**src/hw/rtl/olist_pkg.sv**
```systemverilog
`timescale 1ns / 1ps
// ----------------------------------------------------------------------------
// olist_pkg
// shared constants, codes and controller/datapath types for the list engine
// ----------------------------------------------------------------------------
package olist_pkg;

    localparam int CAPACITY = 16;
    localparam int CNT_W    = $clog2(CAPACITY + 1);
    localparam int IDX_W    = $clog2(CAPACITY);
    localparam int CMD_W    = 3;
    localparam int VAL_W    = 32;
    localparam int POS_W    = 5;
    localparam int ST_W     = 3;
    localparam int FIDX_W   = 4;
    localparam int COUNT_W  = 5;
    localparam int EP_W     = (CNT_W > POS_W) ? CNT_W : POS_W;

    typedef enum logic [CMD_W-1:0] {
        CMD_INS_HEAD = 3'd0,
        CMD_INS_TAIL = 3'd1,
        CMD_INS_AT   = 3'd2,
        CMD_REM_HEAD = 3'd3,
        CMD_REM_TAIL = 3'd4,
        CMD_REM_AT   = 3'd5,
        CMD_SEARCH   = 3'd6,
        CMD_READ     = 3'd7
    } cmd_t;

    typedef enum logic [ST_W-1:0] {
        ST_OK       = 3'd0,
        ST_BADPOS   = 3'd1,
        ST_EMPTY    = 3'd2,
        ST_FULL     = 3'd3,
        ST_NOTFOUND = 3'd4
    } status_t;

    typedef enum logic [1:0] {
        KIND_INS,
        KIND_REM,
        KIND_SRCH,
        KIND_READ
    } kind_t;

    typedef enum logic [2:0] {
        STEP_NONE,
        STEP_UP,
        STEP_DN_FIRST,
        STEP_DN,
        STEP_SRCH
    } step_t;

    typedef enum logic [3:0] {
        S_IDLE,
        S_DECODE,
        S_INS_SHIFT,
        S_REM_ISSUE,
        S_REM_CAP,
        S_REM_SHIFT,
        S_RD_ISSUE,
        S_RD_CAP,
        S_SRCH,
        S_FINISH
    } state_t;

    typedef struct packed {
        logic  load;
        logic  decode;
        step_t step;
        logic  write_val;
        logic  capture;
        logic  capture_hit;
        logic  finish;
    } ctrl_cmd_t;

    typedef struct packed {
        kind_t kind;
        logic  proceed;
        logic  up_done;
        logic  dn_done;
        logic  hit;
        logic  srch_end;
        logic  out_free;
    } dp_stat_t;

endpackage

```
**src/hw/rtl/olist_req_if.sv**
```systemverilog
`timescale 1ns / 1ps
// ----------------------------------------------------------------------------
// olist_req_if
// command channel: valid/ready with command, value and position
// ----------------------------------------------------------------------------
interface olist_req_if;
    import olist_pkg::*;

    logic                    valid;
    logic                    ready;
    logic [CMD_W-1:0]        command;
    logic signed [VAL_W-1:0] value;
    logic [POS_W-1:0]        position;

    modport source (output valid, output command, output value, output position,
                    input ready);
    modport sink (input valid, input command, input value, input position,
                  output ready);
endinterface

```
**src/hw/rtl/olist_rsp_if.sv**
```systemverilog
`timescale 1ns / 1ps
// ----------------------------------------------------------------------------
// olist_rsp_if
// result channel: valid/ready with status, data, index, count and empty flag
// ----------------------------------------------------------------------------
interface olist_rsp_if;
    import olist_pkg::*;

    logic                    valid;
    logic                    ready;
    logic [ST_W-1:0]         status;
    logic signed [VAL_W-1:0] data;
    logic [FIDX_W-1:0]       found_index;
    logic [COUNT_W-1:0]      count;
    logic                    is_empty;

    modport source (output valid, output status, output data, output found_index,
                    output count, output is_empty, input ready);
    modport sink (input valid, input status, input data, input found_index,
                  input count, input is_empty, output ready);
endinterface

```
**src/hw/rtl/olist_ctrl.sv**
```systemverilog
`timescale 1ns / 1ps
// ----------------------------------------------------------------------------
// olist_ctrl
// command sequencer: decodes, walks the element store and hands off results
// ----------------------------------------------------------------------------
module olist_ctrl (
    input  logic                  clk,
    input  logic                  rst_n,
    input  logic                  req_valid,
    output logic                  req_ready,
    input  olist_pkg::dp_stat_t   stat,
    output olist_pkg::ctrl_cmd_t  ctl
);
    import olist_pkg::*;

    state_t state_reg;
    state_t state_next;

    always_ff @(posedge clk or negedge rst_n)
    begin
        if (!rst_n)
        begin
            state_reg <= S_IDLE;
        end
        else
        begin
            state_reg <= state_next;
        end
    end

    always_comb
    begin
        state_next = state_reg;
        case (state_reg)
            S_IDLE:
            begin
                if (req_valid)
                begin
                    state_next = S_DECODE;
                end
            end
            S_DECODE:
            begin
                if (!stat.proceed)
                begin
                    state_next = S_FINISH;
                end
                else
                begin
                    case (stat.kind)
                        KIND_INS:  state_next = S_INS_SHIFT;
                        KIND_REM:  state_next = S_REM_ISSUE;
                        KIND_SRCH: state_next = S_SRCH;
                        KIND_READ: state_next = S_RD_ISSUE;
                        default:   state_next = S_FINISH;
                    endcase
                end
            end
            S_INS_SHIFT:
            begin
                if (stat.up_done)
                begin
                    state_next = S_FINISH;
                end
            end
            S_REM_ISSUE: state_next = S_REM_CAP;
            S_REM_CAP:   state_next = S_REM_SHIFT;
            S_REM_SHIFT:
            begin
                if (stat.dn_done)
                begin
                    state_next = S_FINISH;
                end
            end
            S_RD_ISSUE:  state_next = S_RD_CAP;
            S_RD_CAP:    state_next = S_FINISH;
            S_SRCH:
            begin
                if (stat.hit || stat.srch_end)
                begin
                    state_next = S_FINISH;
                end
            end
            S_FINISH:
            begin
                if (stat.out_free)
                begin
                    state_next = S_IDLE;
                end
            end
            default: state_next = S_IDLE;
        endcase
    end

    always_comb
    begin
        req_ready       = 1'b0;
        ctl             = '0;
        ctl.step        = STEP_NONE;
        case (state_reg)
            S_IDLE:
            begin
                req_ready = 1'b1;
                ctl.load  = req_valid;
            end
            S_DECODE:
            begin
                ctl.decode = 1'b1;
            end
            S_INS_SHIFT:
            begin
                if (stat.up_done)
                begin
                    ctl.write_val = 1'b1;
                end
                else
                begin
                    ctl.step = STEP_UP;
                end
            end
            S_REM_ISSUE:
            begin
                ctl.step = STEP_DN_FIRST;
            end
            S_REM_CAP:
            begin
                ctl.capture = 1'b1;
                ctl.step    = STEP_DN;
            end
            S_REM_SHIFT:
            begin
                if (!stat.dn_done)
                begin
                    ctl.step = STEP_DN;
                end
            end
            S_RD_ISSUE:
            begin
                ctl.step = STEP_DN_FIRST;
            end
            S_RD_CAP:
            begin
                ctl.capture = 1'b1;
            end
            S_SRCH:
            begin
                if (stat.hit)
                begin
                    ctl.capture_hit = 1'b1;
                end
                else if (!stat.srch_end)
                begin
                    ctl.step = STEP_SRCH;
                end
            end
            S_FINISH:
            begin
                ctl.finish = stat.out_free;
            end
            default:
            begin
                req_ready = 1'b0;
            end
        endcase
    end

endmodule

```
**src/hw/rtl/olist_dp.sv**
```systemverilog
`timescale 1ns / 1ps
// ----------------------------------------------------------------------------
// olist_dp
// element store, walk pointer, move pipeline and result register
// ----------------------------------------------------------------------------
module olist_dp (
    input  logic                    clk,
    input  logic                    rst_n,
    input  logic [olist_pkg::CMD_W-1:0]        command,
    input  logic signed [olist_pkg::VAL_W-1:0] value,
    input  logic [olist_pkg::POS_W-1:0]        position,
    input  olist_pkg::ctrl_cmd_t    ctl,
    output olist_pkg::dp_stat_t     stat,
    olist_rsp_if.source             result
);
    import olist_pkg::*;

    logic signed [VAL_W-1:0] store_mem [CAPACITY];

    cmd_t                    cmd_reg;
    cmd_t                    cmd_next;
    logic signed [VAL_W-1:0] val_reg;
    logic signed [VAL_W-1:0] val_next;
    logic [POS_W-1:0]        pos_reg;
    logic [POS_W-1:0]        pos_next;
    logic [CNT_W-1:0]        count_reg;
    logic [CNT_W-1:0]        count_next;
    logic [CNT_W-1:0]        ptr_reg;
    logic [CNT_W-1:0]        ptr_next;
    logic [CNT_W-1:0]        tgt_reg;
    logic [CNT_W-1:0]        tgt_next;
    logic                    pend_reg;
    logic                    pend_next;
    logic                    pend_wr_reg;
    logic                    pend_wr_next;
    logic [IDX_W-1:0]        pend_addr_reg;
    logic [IDX_W-1:0]        pend_addr_next;
    logic signed [VAL_W-1:0] rdata_reg;
    status_t                 status_reg;
    status_t                 status_next;
    logic signed [VAL_W-1:0] data_reg;
    logic signed [VAL_W-1:0] data_next;
    logic [IDX_W-1:0]        idx_reg;
    logic [IDX_W-1:0]        idx_next;
    logic                    out_valid_reg;
    logic                    out_valid_next;
    status_t                 out_status_reg;
    status_t                 out_status_next;
    logic signed [VAL_W-1:0] out_data_reg;
    logic signed [VAL_W-1:0] out_data_next;
    logic [IDX_W-1:0]        out_idx_reg;
    logic [IDX_W-1:0]        out_idx_next;
    logic [CNT_W-1:0]        out_count_reg;
    logic [CNT_W-1:0]        out_count_next;
    logic                    out_empty_reg;
    logic                    out_empty_next;

    kind_t                   kind;
    logic [EP_W-1:0]         eff_pos;
    logic [EP_W-1:0]         cnt_ep;
    status_t                 dec_status;
    logic [CNT_W-1:0]        ptr_m1;
    logic [CNT_W-1:0]        ptr_p1;
    logic                    rd_en;
    logic [IDX_W-1:0]        rd_addr;
    logic                    wr_en;
    logic [IDX_W-1:0]        wr_addr;
    logic signed [VAL_W-1:0] wr_data;

    // command decode and checks
    always_comb
    begin
        cnt_ep  = EP_W'(count_reg);
        kind    = KIND_READ;
        eff_pos = EP_W'(pos_reg);
        case (cmd_reg)
            CMD_INS_HEAD:
            begin
                kind    = KIND_INS;
                eff_pos = '0;
            end
            CMD_INS_TAIL:
            begin
                kind    = KIND_INS;
                eff_pos = cnt_ep;
            end
            CMD_INS_AT:   kind = KIND_INS;
            CMD_REM_HEAD:
            begin
                kind    = KIND_REM;
                eff_pos = '0;
            end
            CMD_REM_TAIL:
            begin
                kind    = KIND_REM;
                eff_pos = cnt_ep - EP_W'(1);
            end
            CMD_REM_AT:   kind = KIND_REM;
            CMD_SEARCH:   kind = KIND_SRCH;
            CMD_READ:     kind = KIND_READ;
            default:      kind = KIND_READ;
        endcase

        dec_status = ST_OK;
        case (kind)
            KIND_INS:
            begin
                if (eff_pos > cnt_ep)
                begin
                    dec_status = ST_BADPOS;
                end
                else if (count_reg >= CNT_W'(CAPACITY))
                begin
                    dec_status = ST_FULL;
                end
            end
            KIND_SRCH:
            begin
                dec_status = ST_NOTFOUND;
            end
            default:
            begin
                if (count_reg == '0)
                begin
                    dec_status = ST_EMPTY;
                end
                else if (eff_pos >= cnt_ep)
                begin
                    dec_status = ST_BADPOS;
                end
            end
        endcase
    end

    assign ptr_m1 = ptr_reg - CNT_W'(1);
    assign ptr_p1 = ptr_reg + CNT_W'(1);

    assign stat.kind     = kind;
    assign stat.proceed  = (dec_status == ST_OK) || (kind == KIND_SRCH);
    assign stat.up_done  = (ptr_reg == tgt_reg) && !pend_reg;
    assign stat.dn_done  = (ptr_reg >= count_reg) && !pend_wr_reg;
    assign stat.hit      = pend_reg && !pend_wr_reg && (rdata_reg == val_reg);
    assign stat.srch_end = (ptr_reg >= count_reg) && !pend_reg;
    assign stat.out_free = !out_valid_reg || result.ready;

    // store write port: pending move first, else the inserted value
    assign wr_en   = pend_wr_reg || ctl.write_val;
    assign wr_addr = pend_wr_reg ? pend_addr_reg : tgt_reg[IDX_W-1:0];
    assign wr_data = pend_wr_reg ? rdata_reg : val_reg;

    always_comb
    begin
        cmd_next        = cmd_reg;
        val_next        = val_reg;
        pos_next        = pos_reg;
        count_next      = count_reg;
        ptr_next        = ptr_reg;
        tgt_next        = tgt_reg;
        pend_next       = 1'b0;
        pend_wr_next    = 1'b0;
        pend_addr_next  = pend_addr_reg;
        status_next     = status_reg;
        data_next       = data_reg;
        idx_next        = idx_reg;
        rd_en           = 1'b0;
        rd_addr         = ptr_reg[IDX_W-1:0];
        out_valid_next  = out_valid_reg;
        out_status_next = out_status_reg;
        out_data_next   = out_data_reg;
        out_idx_next    = out_idx_reg;
        out_count_next  = out_count_reg;
        out_empty_next  = out_empty_reg;

        if (ctl.load)
        begin
            cmd_next = cmd_t'(command);
            val_next = value;
            pos_next = position;
        end

        if (ctl.decode)
        begin
            status_next = dec_status;
            data_next   = '0;
            idx_next    = '0;
            tgt_next    = CNT_W'(eff_pos);
            case (kind)
                KIND_INS:  ptr_next = count_reg;
                KIND_SRCH: ptr_next = '0;
                default:   ptr_next = CNT_W'(eff_pos);
            endcase
        end

        case (ctl.step)
            STEP_UP:
            begin
                if (ptr_reg > tgt_reg)
                begin
                    rd_en          = 1'b1;
                    rd_addr        = ptr_m1[IDX_W-1:0];
                    pend_next      = 1'b1;
                    pend_wr_next   = 1'b1;
                    pend_addr_next = ptr_reg[IDX_W-1:0];
                    ptr_next       = ptr_m1;
                end
            end
            STEP_DN_FIRST:
            begin
                rd_en     = 1'b1;
                pend_next = 1'b1;
                ptr_next  = ptr_p1;
            end
            STEP_DN:
            begin
                if (ptr_reg < count_reg)
                begin
                    rd_en          = 1'b1;
                    pend_next      = 1'b1;
                    pend_wr_next   = 1'b1;
                    pend_addr_next = ptr_m1[IDX_W-1:0];
                    ptr_next       = ptr_p1;
                end
            end
            STEP_SRCH:
            begin
                if (ptr_reg < count_reg)
                begin
                    rd_en          = 1'b1;
                    pend_next      = 1'b1;
                    pend_addr_next = ptr_reg[IDX_W-1:0];
                    ptr_next       = ptr_p1;
                end
            end
            default:
            begin
                rd_en = 1'b0;
            end
        endcase

        if (ctl.capture)
        begin
            data_next = rdata_reg;
        end

        if (ctl.capture_hit)
        begin
            status_next = ST_OK;
            data_next   = val_reg;
            idx_next    = pend_addr_reg;
        end

        if (out_valid_reg && result.ready)
        begin
            out_valid_next = 1'b0;
        end

        if (ctl.finish)
        begin
            if ((status_reg == ST_OK) && (kind == KIND_INS))
            begin
                count_next = count_reg + CNT_W'(1);
            end
            else if ((status_reg == ST_OK) && (kind == KIND_REM))
            begin
                count_next = count_reg - CNT_W'(1);
            end
            out_valid_next  = 1'b1;
            out_status_next = status_reg;
            out_data_next   = data_reg;
            out_idx_next    = idx_reg;
            out_count_next  = count_next;
            out_empty_next  = (count_next == '0);
        end
    end

    always_ff @(posedge clk or negedge rst_n)
    begin
        if (!rst_n)
        begin
            count_reg     <= '0;
            pend_reg      <= 1'b0;
            pend_wr_reg   <= 1'b0;
            out_valid_reg <= 1'b0;
        end
        else
        begin
            count_reg     <= count_next;
            pend_reg      <= pend_next;
            pend_wr_reg   <= pend_wr_next;
            out_valid_reg <= out_valid_next;
        end
    end

    always_ff @(posedge clk)
    begin
        cmd_reg        <= cmd_next;
        val_reg        <= val_next;
        pos_reg        <= pos_next;
        ptr_reg        <= ptr_next;
        tgt_reg        <= tgt_next;
        pend_addr_reg  <= pend_addr_next;
        status_reg     <= status_next;
        data_reg       <= data_next;
        idx_reg        <= idx_next;
        out_status_reg <= out_status_next;
        out_data_reg   <= out_data_next;
        out_idx_reg    <= out_idx_next;
        out_count_reg  <= out_count_next;
        out_empty_reg  <= out_empty_next;
    end

    // element store, registered read
    always_ff @(posedge clk)
    begin
        if (wr_en)
        begin
            store_mem[wr_addr] <= wr_data;
        end
        if (rd_en)
        begin
            rdata_reg <= store_mem[rd_addr];
        end
    end

    assign result.valid       = out_valid_reg;
    assign result.status      = ST_W'(out_status_reg);
    assign result.data        = out_data_reg;
    assign result.found_index = FIDX_W'(out_idx_reg);
    assign result.count       = COUNT_W'(out_count_reg);
    assign result.is_empty    = out_empty_reg;

    a_finish_loads_output: assert property (@(posedge clk) disable iff (!rst_n)
        ctl.finish |=> out_valid_reg)
        else $error("result register not loaded after finish");

    a_finish_only_when_free: assert property (@(posedge clk) disable iff (!rst_n)
        ctl.finish |-> (!out_valid_reg || result.ready))
        else $error("finish while result register still occupied");

    a_single_write_port: assert property (@(posedge clk) disable iff (!rst_n)
        ctl.write_val |-> !pend_wr_reg)
        else $error("value write collides with a pending move");

    a_count_changes_on_finish: assert property (@(posedge clk) disable iff (!rst_n)
        !ctl.finish |=> $stable(count_reg))
        else $error("element count changed outside finish");

    a_count_bounded: assert property (@(posedge clk) disable iff (!rst_n)
        ctl.finish |=> (count_reg <= CNT_W'(CAPACITY)) && (out_count_reg == count_reg))
        else $error("element count out of range or not reported");

endmodule

```
**src/hw/rtl/ordered_list_engine.sv**
```systemverilog
`timescale 1ns / 1ps
// ----------------------------------------------------------------------------
// ordered_list_engine
// ordered list of up to CAPACITY signed 32-bit values, one command per transfer
// ----------------------------------------------------------------------------
// usage:
//   request carries command, value and position; result carries status, data,
//   found_index, count and is_empty, one result transfer per request transfer
//   one command is worked at a time; request.ready is high only while idle
//   a command that passes its checks is worked as follows: a read fetches
//   one element; an insert moves each element at or after the position up
//   by one, then writes the value; a remove reads the element, then moves
//   each element after it down by one; a search compares elements from the
//   head until a hit or the end of the list
//   the engine returns to idle on the clock edge that raises result.valid;
//   one element is moved or compared per cycle through one read and one
//   write port on the element store, with the read data registered
//   the result sits in an output register, so the next request is taken while
//   an earlier result is still waiting; a stalled result only holds the
//   engine once the following command has finished
//   reset empties the list; store entries are not cleared and are only read
//   below the element count
// ----------------------------------------------------------------------------
module ordered_list_engine (
    input  logic          clk,
    input  logic          rst_n,
    olist_req_if.sink     request,
    olist_rsp_if.source   result
);
    import olist_pkg::*;

    ctrl_cmd_t ctl;
    dp_stat_t  stat;

    olist_ctrl u_ctrl (
        .clk       (clk),
        .rst_n     (rst_n),
        .req_valid (request.valid),
        .req_ready (request.ready),
        .stat      (stat),
        .ctl       (ctl)
    );

    olist_dp u_dp (
        .clk      (clk),
        .rst_n    (rst_n),
        .command  (request.command),
        .value    (request.value),
        .position (request.position),
        .ctl      (ctl),
        .stat     (stat),
        .result   (result)
    );

endmodule

```
**src/flat_wrapper.sv**
```systemverilog
// flat-port wrapper written by rule: the top's interface ports become plain ports
module ordered_list_engine_flat import olist_pkg::*;
  (clk, rst_n, request_valid, request_command, request_value, request_position, request_ready, result_valid, result_status, result_data, result_found_index, result_count, result_is_empty, result_ready);
  olist_req_if request_i ();
  olist_rsp_if result_i ();
  input  logic clk;
  input  logic rst_n;
  input wire logic [$bits(request_i.valid)-1:0] request_valid;
  input wire logic [$bits(request_i.command)-1:0] request_command;
  input wire logic [$bits(request_i.value)-1:0] request_value;
  input wire logic [$bits(request_i.position)-1:0] request_position;
  output wire logic [$bits(request_i.ready)-1:0] request_ready;
  output wire logic [$bits(result_i.valid)-1:0] result_valid;
  output wire logic [$bits(result_i.status)-1:0] result_status;
  output wire logic [$bits(result_i.data)-1:0] result_data;
  output wire logic [$bits(result_i.found_index)-1:0] result_found_index;
  output wire logic [$bits(result_i.count)-1:0] result_count;
  output wire logic [$bits(result_i.is_empty)-1:0] result_is_empty;
  input wire logic [$bits(result_i.ready)-1:0] result_ready;
  assign request_i.valid = request_valid;
  assign request_i.command = request_command;
  assign request_i.value = request_value;
  assign request_i.position = request_position;
  assign request_ready = request_i.ready;
  assign result_valid = result_i.valid;
  assign result_status = result_i.status;
  assign result_data = result_i.data;
  assign result_found_index = result_i.found_index;
  assign result_count = result_i.count;
  assign result_is_empty = result_i.is_empty;
  assign result_i.ready = result_ready;
  ordered_list_engine u_core (.clk(clk), .rst_n(rst_n), .request(request_i), .result(result_i));
endmodule
```
**config.mk**
```make
export PLATFORM = sky130hd
export DESIGN_NAME = ordered_list_engine_flat
export DESIGN_NICKNAME = d
export VERILOG_FILES = /design/src/hw/rtl/olist_pkg.sv /design/src/hw/rtl/olist_req_if.sv /design/src/hw/rtl/olist_rsp_if.sv /design/src/hw/rtl/olist_ctrl.sv /design/src/hw/rtl/olist_dp.sv /design/src/hw/rtl/ordered_list_engine.sv /design/src/flat_wrapper.sv
export SDC_FILE = /design/constraint.sdc
export NUM_CORES = 1
export LEC_CHECK = 0
export ABC_CLOCK_PERIOD_IN_PS = 6200
export BUFFER_PORTS_ARGS = -buffer_cell sky130_fd_sc_hd__buf_2
export CORE_UTILIZATION = 43
export CTS_CLUSTER_DIAMETER = 120
export CTS_CLUSTER_SIZE = 12
export DETAILED_ROUTE_END_ITERATION = 12
export GPL_TIMING_DRIVEN = 1
export PLACE_DENSITY = 0.63
export SYNTH_ARGS = -nofsm -noshare
export SYNTH_HDL_FRONTEND = slang
export SYNTH_HIERARCHICAL = 1
export SYNTH_SLANG_ARGS = --single-unit
```
**constraint.sdc**
```tcl
create_clock -name clk -period 6.2 [get_ports clk]
set_input_delay 0.62 -clock clk [delete_from_list [all_inputs] [get_ports clk]]
set_output_delay 0.62 -clock clk [all_outputs]
set_load 0.005 [all_outputs]
```
# Word level (Yosys, flattened, before mapping)
# Memories as Yosys holds them, arrays and structs flattened. A register that Yosys moved wholly into a read port is not among the register bits.
# Cells that the tools add are included.
[word_totals]
elab_cells = 155
output_inout_bits = 47
romBits = 0
memories = 1
regBits = 150
mem_bits_rw = 512
latchBits = 0
[memory_table]
columns = ["memory", "words", "word_bits", "rd", "rd_ports_with_merged_regs", "write_ports", "line", "text"]
rows = [
  ["u_core.u_dp.store_mem", 16, 32, 1, 1, 1, "olist_dp.sv:18", "logic signed [VAL_W-1:0] store_mem [CAPACITY];"],
]
[op_classes]
mul = 0
shift = 0
div_mod_pow = 0
bitwise = 0
n_addsub = 4
n_lt_le_gt_ge = 6
n_reduce_logical = 34
n_mux = 58
n_eq_ne = 33
[op_table]
columns = ["cell", "count"]
rows = [
  ["32-bit two-way mux", 4],
  ["4-bit two-way mux", 14],
  ["4-bit case mux with 10 select lines", 1],
  ["32-bit == test", 1],
  ["5-bit two-way mux", 6],
  ["5-bit case mux with 3 select lines", 2],
  ["1-bit two-way mux", 17],
  ["4-bit by 3-bit == test with 1-bit output (second input constant)", 4],
  ["4-bit case mux with 4 select lines", 1],
  ["3-bit == test (second input constant)", 5],
  ["3-bit case mux with 5 select lines", 1],
  ["2-bit inequality test (second input constant)", 7],
  ["3-bit by 2-bit == test with 1-bit output (second input constant)", 4],
  ["4-bit case mux with 3 select lines", 1],
  ["5-bit by 1-bit adder with 5-bit output (second input constant)", 2],
  ["5-bit >= comparator", 2],
  ["5-bit > comparator", 2],
  ["5-bit logical NOT", 2],
  ["5-bit case mux with 2 select lines", 1],
  ["5-bit by 1-bit subtractor with 5-bit output (second input constant)", 2],
  ["3-bit logical NOT", 3],
  ["4-bit by 2-bit == test with 1-bit output (second input constant)", 2],
  ["4-bit == test (second input constant)", 2],
  ["1-bit logical AND", 8],
  ["other kinds (24)", 41],
]

# Longest topological paths before layout
[depth]
word_depth = 11
ltp_mapped = 21
mapped_depth_nobuf = 18

# Cells and area by module
# The synthesis kept the hierarchy.
[modules_own_cells]
columns = ["mod", "area_each_um2", "seq_area_each_um2", "instances", "cells_each"]
rows = [
  ["olist_dp", 27084.7, 20599.8, 1, 1682],
  ["olist_ctrl", 411.6, 100.1, 1, 53],
]

# Least setup slack after synthesis
# No wires, ideal clock.
[synth_path]
path_type = "reg2reg"
from = "register u_core.u_dp.count_reg[1], in the netlist u_core/u_dp/cnt_ep[1]"
to = "register u_core.u_dp.rdata_reg[12] (read register of u_core.u_dp.store_mem), data pin"
path_stages_with_launch = 21
arrival_time_ns = 4.082
slack_ns = 1.846
path_buffers = 2
path_cell_list = "dfrtp_1 -> inv_1 -> ha_1 -> nor2b_1 -> o21a_1 -> o211ai_1 -> nand3b_1 -> a31oi_1 -> nor2_1 -> nor4bb_1 -> o21bai_1 -> o31ai_1 -> or3b_4 -> a21o_4 -> nor2_8 -> a31oi_4 -> buf_2 -> buf_4 -> o22ai_1 -> nor3_1 -> or4_1"
[synth_rtl]
columns = ["element", "line", "text"]
rows = [
  ["start: declaration", "olist_dp.sv:26", "logic [CNT_W-1:0] count_reg;"],
  ["start signal: assignment", "olist_dp.sv:287", "count_reg <= count_next;"],
  ["end: declaration", "olist_dp.sv:38", "logic signed [VAL_W-1:0] rdata_reg;"],
]

==> summary.md <==
| Metric | Value |
|---|---|
| Syn nets | `1798` |
| IO Count | `91` |
| Max FFs per register | `512` |
| Final min period | `5.65 ns` |
| GRT Util Overall | `0.219` |
| Area of the multi-input gates | `6430 um2` |
| Status | `finished clean` |
| First-pass GRT wire length | `104000 um` |
| Antenna Nets Post-Route | `0` |
| Clock Skew | `0.0233 ns` |
| Drt initial violations | `1920` |
| Crit start category | `register` |
| Setup tns final | `0 ns` |
| Syn avg cell area | `15.8 um2` |
| Setup-failing EPs final | `0` |
| Die Wd | `255 um` |
| Clock slew at reported path FFs | `0.06 ns` |
| Final Net Count | `1892` |
| Share of layout cells above drive strength 1 | `0.159` |
| Hold Path Class | `input pin to register` |
| # H-tree levels | `3` |
| Slew headroom | `0.280` |
| Max IR drop VDD | `0.396 mV` |
| GRT overflow | `0` |
| Util after Layout | `0.491` |
| IO Port Bufs | `90` |
| TritonCTS Buffers | `67` |
| Synth Warn # | `6` |
| Antenna violations before repair | `1` |
| Pin slew with the least headroom to its limit | `1.08 ns` |
| HPWL Detailed | `38900 um` |
| Drt wl/cell | `26.2 um` |
| Slew Viols, Final | `0` |
| Top reg by flops | `u_core/u_dp/store_mem` |
| Rows | `92` |
| 1st-pass router iterations | `7` |
| EDFF count, synth | `674` |
| Fillers | `5276` |
| Core area | `63100 um2` |
| F_max | `177 MHz` |
| DRC | `0` |
| Clk buf depth | `3` |
| #FFs+latches synth | `694` |
| RSZ-0062 raised after global routing | `false` |
| Die area | `65000 um2` |
| CP required | `6.53 ns` |
| Largest net degree at the start of global routing | `126` |
| Leakage | `10.1 nW` |
| CP Capture Type | `register` |
| Cells after synthesis | `1735` |
| Ys async rst share | `0.0173` |
| Diode count | `0` |
| Starting Density | `0.436` |
| Power Density | `515 nW/um2` |
| Unique masters post-synth | `77` |
| Gpl congestion | `0.824` |
| Die height | `255 um` |
| Worst Setup Slack, final | `0.545 ns` |
| Vias in the first global route | `15984` |
| Final period utilization | `0.912` |
| Crit Path Category | `register to register` |
| Detailed-route via count | `16255` |
| Sequential cell area | `20700 um2` |
| Setup WS pre-CTS | `0.644 ns` |
| Clk root buf | `clkbuf_16` |
| Max-Cap Viols | `0` |
| Most frequent cells in the layout | `edfxtp_1, o22ai_1, nor3_1` |
| CTS Sinks | `694` |
| Post-Syn Area | `27500 um2` |
| Most used flip-flop cell after synthesis | `edfxtp_1` |
| Commonest non-fill, non-tap cell in the layout | `edfxtp_1` |
| Latest clock arrival within the worst-skew pair | `0.61 ns` |
| CTS tree | `done` |
| Worst Path Arrival | `5.98 ns` |
| Fraction of the yosys area taken by sequential cells | `0.753` |
| Total Routed Length | `70400 um` |
| Syn-to-layout area delta | `12.8%` |
| Postcts setup bufs | `0` |
| Via/cell ratio | `6.04` |
| Largest fanout on the critical path | `32` |
| Final hold viol count | `0` |
## cells by family (layout without fill, tap and decap cells)
kind of cell    after synthesis  count (layout)  share of synthesized area
buf+inv                     133             242                     0.0209
simple gates                395             395                     0.0809
flops                       694             694                      0.753
mux                          52              52                     0.0219
compound gates              398             398                      0.101
fa+ha+maj                    19              19                    0.00865
xor+xnor                     44              44                     0.0140
## final cells by class
class / instances / share of cell area
sequential: 694 / 0.668
timing repair buffer: 134 / 0.0285
tap: 846 / 0.0341
clock inverter: 5 / 0.00186
clock buffer: 79 / 0.0576
inverter: 24 / 0.00291
multi-input combinational: 908 / 0.207
## per-layer routing
layer / global-route usage / vias to the layer above / share of wire
li1: - / 7219 / -
met1: 0.297 / 8130 / 0.41
met2: 0.351 / 767 / 0.47
met3: 0.0424 / 139 / 0.084
met4: 0.0796 / 0 / 0.030
met5: 0 / - / 0
## synth_stat cells (9+ instances only)
cell type    n  area [um2]
or4_1       32         240
nor2_1      42         158
buf_2       25         125
mux2i_1     14         140
clkbuf_1    71         267
mux2_2      35         394
and3_1      66         413
dfrtp_1     12         300
a211oi_1    67         503
xor2_1      15         131
nand2_1     32         120
o21ai_0     23         115
edfxtp_1   674       20200
nor2b_1     12        75.1
a21oi_1     28         140
nand3_1      9        45.0
nor3_1     143         716
a22o_1      31         272
xnor2_1     29         254
and2_1      10        62.6
inv_1       23        86.3
ha_1        19         238
o22ai_1    189        1180
## critical path, stage by stage, from the launching register on
cell and delay, ns:
edfxtp_1 0.45, xnor2_1 0.53, nand4_1 0.34, nor4_1 0.54, nand4_1 0.15, nor4_1 0.47, buf_4 0.23, nor3_4 0.05
or3b_4 0.43, a21oi_4 0.19, nand2_1 0.38, a32oi_1 0.33, o31a_2 0.18, buf_4 0.47, nor3_1 0.18, or4_1 0.44
## power breakdown
part / switching (mW) / leakage (nW) / internal (mW)
Clock: 1.64 / 0.901 / 2.02
Sequential: 0.357 / 6.34 / 6.31
Combinational: 3.79 / 2.82 / 1.84
Total: 5.79 / 10.1 / 10.2
## through the flow
stage               hold WS, ns  cell area [um2]  std cells  power (mW)
floorplan                 0.324            27500       1735        10.4
global placement          0.400            29200       2605        12.2
detailed placement        0.405            29200       2605        12.4
CTS                       0.158            31000       2690        16.0
global route              0.169            31000       2690        16.7
finish                    0.187            31000       2690        16.0
## path summary, 6_finish.rpt
kind                                     startpoint                          end  slack (ns)  cells after the start
max                         u_core/u_dp/val_reg[18]    u_core/u_dp/rdata_reg[15]        0.55                     15
min reg2reg                u_core/u_dp/data_reg[23]  u_core/u_dp/result.data[23]        0.42                      0
max in group asynchronous                     rst_n      u_core/u_dp/pend_wr_reg        5.49                      2
min                             request_position[2]       u_core/u_dp/pos_reg[2]        0.19                      1
min in group asynchronous                     rst_n        u_core/u_dp/cnt_ep[1]        0.45                      2
max reg2reg                 u_core/u_dp/val_reg[18]    u_core/u_dp/rdata_reg[15]        0.55                     15
## what timing repair did
item,in CTS,in global routing
endpoints found under the hold margin,12,0
hold buffers,1,0
gates resized for setup,0,0
Power figures use the tool's default switching activity.
